`src/design/sha256_pkg.sv`:
```
// sha256_pkg: constants, round table and sigma functions of the sha-256 hasher
// depends on nothing; imported by the hasher top level and its checker

package sha256_pkg;

   localparam int COUNT_WIDTH = 61;
   localparam int DIGEST_WORDS = 8;
   localparam logic [2:0] LAST_WORD_INDEX = 3'(DIGEST_WORDS - 1);
   localparam logic [7:0] PAD_MARKER = 8'h80;
   localparam logic [5:0] LAST_BLOCK_BYTE = 6'd63;
   localparam logic [5:0] LAST_PAD_BYTE = 6'd55;
   localparam logic [5:0] LAST_ROUND = 6'd63;

   localparam logic [31:0] ROUND_K [64] = '{
      32'h428a2f98, 32'h71374491, 32'hb5c0fbcf, 32'he9b5dba5,
      32'h3956c25b, 32'h59f111f1, 32'h923f82a4, 32'hab1c5ed5,
      32'hd807aa98, 32'h12835b01, 32'h243185be, 32'h550c7dc3,
      32'h72be5d74, 32'h80deb1fe, 32'h9bdc06a7, 32'hc19bf174,
      32'he49b69c1, 32'hefbe4786, 32'h0fc19dc6, 32'h240ca1cc,
      32'h2de92c6f, 32'h4a7484aa, 32'h5cb0a9dc, 32'h76f988da,
      32'h983e5152, 32'ha831c66d, 32'hb00327c8, 32'hbf597fc7,
      32'hc6e00bf3, 32'hd5a79147, 32'h06ca6351, 32'h14292967,
      32'h27b70a85, 32'h2e1b2138, 32'h4d2c6dfc, 32'h53380d13,
      32'h650a7354, 32'h766a0abb, 32'h81c2c92e, 32'h92722c85,
      32'ha2bfe8a1, 32'ha81a664b, 32'hc24b8b70, 32'hc76c51a3,
      32'hd192e819, 32'hd6990624, 32'hf40e3585, 32'h106aa070,
      32'h19a4c116, 32'h1e376c08, 32'h2748774c, 32'h34b0bcb5,
      32'h391c0cb3, 32'h4ed8aa4a, 32'h5b9cca4f, 32'h682e6ff3,
      32'h748f82ee, 32'h78a5636f, 32'h84c87814, 32'h8cc70208,
      32'h90befffa, 32'ha4506ceb, 32'hbef9a3f7, 32'hc67178f2
   };

   localparam logic [31:0] HASH_INIT [DIGEST_WORDS] = '{
      32'h6a09e667, 32'hbb67ae85, 32'h3c6ef372, 32'ha54ff53a,
      32'h510e527f, 32'h9b05688c, 32'h1f83d9ab, 32'h5be0cd19
   };

   function automatic logic [31:0] big_sigma0(input logic [31:0] x);
      return {x[1:0], x[31:2]} ^ {x[12:0], x[31:13]} ^ {x[21:0], x[31:22]};
   endfunction

   function automatic logic [31:0] big_sigma1(input logic [31:0] x);
      return {x[5:0], x[31:6]} ^ {x[10:0], x[31:11]} ^ {x[24:0], x[31:25]};
   endfunction

   function automatic logic [31:0] small_sigma0(input logic [31:0] x);
      return {x[6:0], x[31:7]} ^ {x[17:0], x[31:18]} ^ {3'b000, x[31:3]};
   endfunction

   function automatic logic [31:0] small_sigma1(input logic [31:0] x);
      return {x[16:0], x[31:17]} ^ {x[18:0], x[31:19]} ^ {10'b0, x[31:10]};
   endfunction

endpackage

```
`src/design/sha256_message_hasher.sv`:
```
// sha256_message_hasher: byte-serial sha-256 engine, one round per cycle
// depends on sha256_pkg for the round table, initial hash and sigma functions
//
// throughput: one byte transaction per cycle while a block fills; the 64th byte
//    of a block runs the rounds on the shared round unit and one add before the next
//    transaction is taken; after the final transaction: padding bytes up to byte 55,
//    the length, the compression (padding and compression twice when the tail
//    leaves no room for the length), then eight digest words
// reset: synchronous, active high; hash returns to the initial values, byte, fill and round counters clear

module sha256_message_hasher
   import sha256_pkg::*;
(
   input  logic        clock,
   input  logic        reset,
   // request channel: at most one message byte per transaction
   input  logic        req_valid,
   output logic        req_ready,
   input  logic [7:0]  req_data_byte,
   input  logic        req_has_byte,
   input  logic        req_last_item,
   // response channel: eight digest words per message
   output logic        rsp_valid,
   input  logic        rsp_ready,
   output logic [31:0] rsp_digest_word,
   output logic [2:0]  rsp_word_index,
   output logic        rsp_last_word
);

   typedef enum logic [2:0] {
      ST_IDLE,   // collecting message bytes
      ST_ROUND,  // one compression round per cycle
      ST_ADD,    // fold working variables into the hash
      ST_PAD,    // one padding byte per cycle
      ST_LEN,    // write the bit length into the last two words
      ST_OUT     // hand out the digest words
   } state_type;

   state_type state_ff, state_in;
   state_type ret_ff, ret_in;      // where to go once a compression is done

   logic [31:0] hash_ff [DIGEST_WORDS];
   logic [31:0] hash_in [DIGEST_WORDS];
   logic [31:0] vars_ff [DIGEST_WORDS];   // a..h
   logic [31:0] vars_in [DIGEST_WORDS];
   logic [31:0] window_ff [16];           // message schedule window, w[t]..w[t+15]
   logic [31:0] window_in [16];

   logic [COUNT_WIDTH-1:0] count_ff, count_in;
   logic [5:0]  fill_ff, fill_in;
   logic [5:0]  round_ff, round_in;
   logic        pad_first_ff, pad_first_in;
   logic [2:0]  out_idx_ff, out_idx_in;

   // shared round unit
   logic [31:0] t1, t2, sched_next;
   logic [63:0] bit_len;
   logic [7:0]  wr_byte;
   logic        wr_en;

   assign t1 = vars_ff[7] + big_sigma1(vars_ff[4])
             + ((vars_ff[4] & vars_ff[5]) ^ (~vars_ff[4] & vars_ff[6]))
             + ROUND_K[round_ff] + window_ff[0];
   assign t2 = big_sigma0(vars_ff[0])
             + ((vars_ff[0] & vars_ff[1]) ^ (vars_ff[0] & vars_ff[2])
                ^ (vars_ff[1] & vars_ff[2]));
   assign sched_next = small_sigma1(window_ff[14]) + window_ff[9]
                     + small_sigma0(window_ff[1]) + window_ff[0];

   assign bit_len = 64'(count_ff) << 3;

   // handshake and response fields
   assign req_ready       = (state_ff == ST_IDLE);
   assign rsp_valid       = (state_ff == ST_OUT);
   assign rsp_digest_word = hash_ff[out_idx_ff];
   assign rsp_word_index  = out_idx_ff;
   assign rsp_last_word   = (out_idx_ff == LAST_WORD_INDEX);

   always_comb begin
      state_in     = state_ff;
      ret_in       = ret_ff;
      hash_in      = hash_ff;
      vars_in      = vars_ff;
      window_in    = window_ff;
      count_in     = count_ff;
      fill_in      = fill_ff;
      round_in     = round_ff;
      pad_first_in = pad_first_ff;
      out_idx_in   = out_idx_ff;
      wr_en        = 1'b0;
      wr_byte      = req_data_byte;

      unique case (state_ff)
         ST_IDLE: begin
            if (req_valid) begin
               pad_first_in = 1'b1;
               if (req_has_byte) begin
                  wr_en   = 1'b1;
                  fill_in = fill_ff + 6'd1;
                  if (count_ff != '1) begin
                     count_in = count_ff + 1'b1;
                  end
               end
               // a full block goes through compression before any padding
               if (req_has_byte && fill_ff == LAST_BLOCK_BYTE) begin
                  vars_in  = hash_ff;
                  round_in = '0;
                  state_in = ST_ROUND;
                  ret_in   = req_last_item ? ST_PAD : ST_IDLE;
               end else if (req_last_item) begin
                  state_in = ST_PAD;
               end
            end
         end
         ST_ROUND: begin
            for (int i = 7; i > 0; i--) begin
               vars_in[i] = vars_ff[i-1];
            end
            vars_in[4] = vars_ff[3] + t1;
            vars_in[0] = t1 + t2;
            for (int i = 0; i < 15; i++) begin
               window_in[i] = window_ff[i+1];
            end
            window_in[15] = sched_next;
            round_in      = round_ff + 6'd1;
            if (round_ff == LAST_ROUND) begin
               state_in = ST_ADD;
            end
         end
         ST_ADD: begin
            for (int i = 0; i < DIGEST_WORDS; i++) begin
               hash_in[i] = hash_ff[i] + vars_ff[i];
            end
            state_in = ret_ff;
         end
         ST_PAD: begin
            wr_en        = 1'b1;
            wr_byte      = pad_first_ff ? PAD_MARKER : 8'h00;
            pad_first_in = 1'b0;
            fill_in      = fill_ff + 6'd1;
            if (fill_ff == LAST_BLOCK_BYTE) begin
               // no room left for the length: compress and pad a further block
               vars_in  = hash_ff;
               round_in = '0;
               state_in = ST_ROUND;
               ret_in   = ST_PAD;
            end else if (fill_ff == LAST_PAD_BYTE) begin
               state_in = ST_LEN;
            end
         end
         ST_LEN: begin
            window_in[14] = bit_len[63:32];
            window_in[15] = bit_len[31:0];
            fill_in       = '0;
            vars_in       = hash_ff;
            round_in      = '0;
            out_idx_in    = '0;
            state_in      = ST_ROUND;
            ret_in        = ST_OUT;
         end
         ST_OUT: begin
            if (rsp_ready) begin
               if (out_idx_ff == LAST_WORD_INDEX) begin
                  hash_in  = HASH_INIT;
                  count_in = '0;
                  state_in = ST_IDLE;
               end else begin
                  out_idx_in = out_idx_ff + 3'd1;
               end
            end
         end
         default: begin
            state_in = ST_IDLE;
         end
      endcase

      // big-endian byte lane write into the current block word
      if (wr_en) begin
         unique case (fill_ff[1:0])
            2'd0: window_in[fill_ff[5:2]][31:24] = wr_byte;
            2'd1: window_in[fill_ff[5:2]][23:16] = wr_byte;
            2'd2: window_in[fill_ff[5:2]][15:8]  = wr_byte;
            2'd3: window_in[fill_ff[5:2]][7:0]   = wr_byte;
            default: ;
         endcase
      end
   end

   always_ff @(posedge clock) begin
      window_ff  <= window_in;
      vars_ff    <= vars_in;
      out_idx_ff <= out_idx_in;
      if (reset) begin
         state_ff     <= ST_IDLE;
         ret_ff       <= ST_IDLE;
         hash_ff      <= HASH_INIT;
         count_ff     <= '0;
         fill_ff      <= '0;
         round_ff     <= '0;
         pad_first_ff <= 1'b0;
      end else begin
         state_ff     <= state_in;
         ret_ff       <= ret_in;
         hash_ff      <= hash_in;
         count_ff     <= count_in;
         fill_ff      <= fill_in;
         round_ff     <= round_in;
         pad_first_ff <= pad_first_in;
      end
   end

endmodule

```
`config.mk`:
```
export PLATFORM = sky130hd
export DESIGN_NAME = sha256_message_hasher
export DESIGN_NICKNAME = d
export VERILOG_FILES = /design/src/design/sha256_pkg.sv /design/src/design/sha256_message_hasher.sv
export SDC_FILE = /design/constraint.sdc
export NUM_CORES = 2
export LEC_CHECK = 0
export BUFFER_PORTS_ARGS = -buffer_cell sky130_fd_sc_hd__buf_2
export CAP_MARGIN = 25
export CORE_MARGIN = 8
export CORE_UTILIZATION = 55
export DETAILED_ROUTE_END_ITERATION = 8
export PLACE_DENSITY = 0.71
export SKIP_LAST_GASP = 1
export SYNTH_ARGS = -nofsm -noshare
export SYNTH_HDL_FRONTEND = slang
export SYNTH_SLANG_ARGS = --single-unit
export TNS_END_PERCENT = 50
```
`constraint.sdc`:
```
create_clock -name clock -period 8.7 [get_ports clock]
set_clock_uncertainty 0.05 [all_clocks]
set_input_delay 1.305 -clock clock [delete_from_list [all_inputs] [get_ports clock]]
set_output_delay 1.305 -clock clock [all_outputs]
set_load 0.02 [all_outputs]
```
==> summary.md <==
| Metric | Value |
|---|---|
| Status | `finished clean` |
| Top delay family on crit path | `compound AO/OA/AOI/OAI gates` |
| Total GRT Usage | `37.1%` |
| Area of the multi-input gates | `49000 sq um` |
| Yosys warning total | `0` |
| H-tree depth | `4` |
| Vias per cell | `6.48` |
| Seq cells post-synth | `1107` |
| CTS tree | `done` |
| HPWL after DPL | `215 mm` |
| CTS Buf Count | `132` |
| Clock Root Buffer | `clkbuf_16` |
| Ports | `52` |
| Die Area | `154000 sq um` |
| CTS Sinks | `1107` |
| Setup CP Type | `flip-flop to flip-flop` |
| Slew Limit Fails | `0` |
| DIE WIDTH | `392 um` |
| CP max FO | `15` |
| Commonest non-fill, non-tap cell in the layout | `nand2_1` |
| Gpl congestion | `1.03` |
| Post-synthesis cell area | `78000 sq um` |
| # rows | `138` |
| Post-synth cell types | `86` |
| Cell at the slowest stage of the critical path | `fa_1` |
| Layout cells sized above 1 | `6.69%` |
| Rel. slew slack | `24.0%` |
| Antenna violations before repair | `7` |
| Maximum clock path buffer count | `3` |
| First-pass iteration count of the detailed router | `6` |
| Number of synthesized flops with an enable pin | `259` |
| Final Core Density | `59.7%` |
| Critical path data required time | `9.12 ns` |
| Gr ovfl total | `0` |
| FF/Latch Area | `24800 sq um` |
| Drt wl/cell | `26.3 um` |
| Register area share after synthesis | `31.8%` |
| Syn nets | `10200` |
| Fill cell count | `12600` |
| Final period utilization | `93.7%` |
| RSZ-0062 raised after global routing | `no` |
| First-pass GRT wire length | `440 mm` |
| Max Freq | `0.123 GHz` |
| Sum Neg Setup Slack | `0 ns` |
| Via count | `73100` |
| Max cap viols | `0` |
| # port buffers | `51` |
| Largest area contributor in the synthesized netlist | `dfxtp_1` |
| Largest net degree at the start of global routing | `173` |
| Final hold violations | `0` |
| Worst path max stage delay | `0.57 ns` |
| Placed insts | `11000` |
| Mapped Avg Cell Area | `8.12 sq um` |
| WL final | `297 mm` |
| Most frequent cells in the layout | `nand2_1 (1229), nor2_1 (962), a21oi_1 (934)` |
| Die H | `392 um` |
| Post-synth top flop | `dfxtp_1` |
| Initial Utilization | `55.3%` |
| Worst skew pair latency | `0.80 ns` |
| Ranking of synthesized cells by area | `dfxtp_1 (22%), edfxtp_1 (10%), ha_1 (6.5%)` |
| Synthesized instance count | `9603` |
| Clock transition at path regs | `0.06 ns` |
| Period minus WS final | `8.15 ns` |
| Core area | `141000 sq um` |
| Post-route DRC | `0` |
| Nets | `9901` |
| Vias in the first global route | `69700` |
| Crit start category | `flip-flop` |
| Path type of the worst min-delay path | `flip-flop to flip-flop` |
| Routed Antenna Nets | `0` |
| Final setup fails | `0` |
| Hold_buf cts | `0` |
| CP arrival | `8.57 ns` |
| Fraction of post-synthesis cell area in the top cell type by area | `21.8%` |
| Cell Count, Final, Fillers Out | `11300` |
| Crit. End Element | `flip-flop` |
| WP buf/inv | `7` |
| Area delta synth->final | `7.98%` |
| Worst Max-Slew Pin Slew | `1.14 ns` |
| Iteration-0 DRC Markers | `8831` |
| Async S/R FF share, synth | `0%` |
worst reg2reg max path: cells and delay by family (launching register included):
family,cells,cell delay (ns)
AO/OA/AOI/OAI,17,3.17
XOR/XNOR,2,0.34
flip-flops,1,0.34
adder cells (fa/ha/maj),5,2.14
multiplexers,1,0.49
AND/OR/NAND/NOR,2,0.26
buffers and inverters,7,1.05
metrics by stage:
| stage | hold WS (ns) | setup slack (ns) | cell area [sq um] |
|---|---|---|---|
| 2_1_floorplan | 0.382 | 0.735 | 78000 |
| 3_3_place_gp | 0.393 | 0.450 | 79600 |
| 3_5_place_dp | 0.399 | 0.354 | 79600 |
| 4_1_cts | 0.405 | 0.255 | 84100 |
| 5_1_grt | 0.436 | 0.0436 | 84200 |
| 6_report | 0.406 | 0.547 | 84200 |
Yosys cell counts (259+ instances only):
| library cell | instances |
|---|---|
| mux2i_1 | 274 |
| xor2_1 | 278 |
| nand2_1 | 1242 |
| xnor2_1 | 336 |
| dfxtp_1 | 848 |
| edfxtp_1 | 259 |
| ha_1 | 402 |
| nor2_1 | 969 |
| o21ai_0 | 795 |
| inv_1 | 503 |
| a21oi_1 | 936 |
| clkbuf_1 | 586 |
state kept, by name (all words and copies together), names as in the netlist:
signal / flops
window_ff: 512
fill_ff: 6
vars_ff: 256
count_ff: 61
ret_ff: 3
round_ff: 6
hash_ff: 256
state_ff: 3
rsp_word_index: 3
pad_first_ff: 1
metal layers:
layer	vias up	wire length (um)	track usage (%)
li1	33200	-	-
met1	35100	112000	45.7
met2	3891	133000	59.1
met3	994	27600	7.04
met4	10	24100	24.7
met5	-	69	0
worst paths after layout:
| check | startpoint | to | slack, ns | depth (start not counted) |
|---|---|---|---|---|
| max | round_ff[1] | vars_ff[254] | 0.55 | 34 |
| min | ret_ff[1] | ret_ff[1] | 0.41 | 2 |
| max reg2reg | round_ff[1] | vars_ff[254] | 0.55 | 34 |
| min reg2reg | ret_ff[1] | ret_ff[1] | 0.41 | 2 |
cell type report:
cell class                 count  share of cell area (%)
clock buffer                 195                    4.57
timing repair buffer         214                    1.94
multi-input combinational   7326                    58.2
antenna                        3                 0.00892
clock inverter                50                   0.731
inverter                     507                    2.28
tap                         1890                    2.81
sequential                  1107                    29.4
kinds of logic (layout without fill, tap and decap cells):
| logic type | Yosys count | after routing | share of synthesized area [%] |
|---|---|---|---|
| buffers and inverters | 1170 | 966 | 5.64 |
| DFF | 1107 | 1107 | 31.8 |
| muxes | 405 | 405 | 6.39 |
| adders and majority gates | 602 | 602 | 11.6 |
| other | 0 | 3 | 0 |
| AOI/OAI and AO/OA | 2885 | 2885 | 22.5 |
| xor gates and xnor gates | 614 | 614 | 6.90 |
| and+or+nand+nor | 2820 | 2820 | 15.3 |
repair_timing:
| action | in CTS | in global routing |
|---|---|---|
| endpoints found under the setup margin | 0 | 5 |
| buffers inserted | 0 | 1 |
| resized for setup | 0 | 11 |
Power is left out: the tool's default activity adds up to more than one toggle a clock period on the data nets, which glitch-free logic cannot reach.
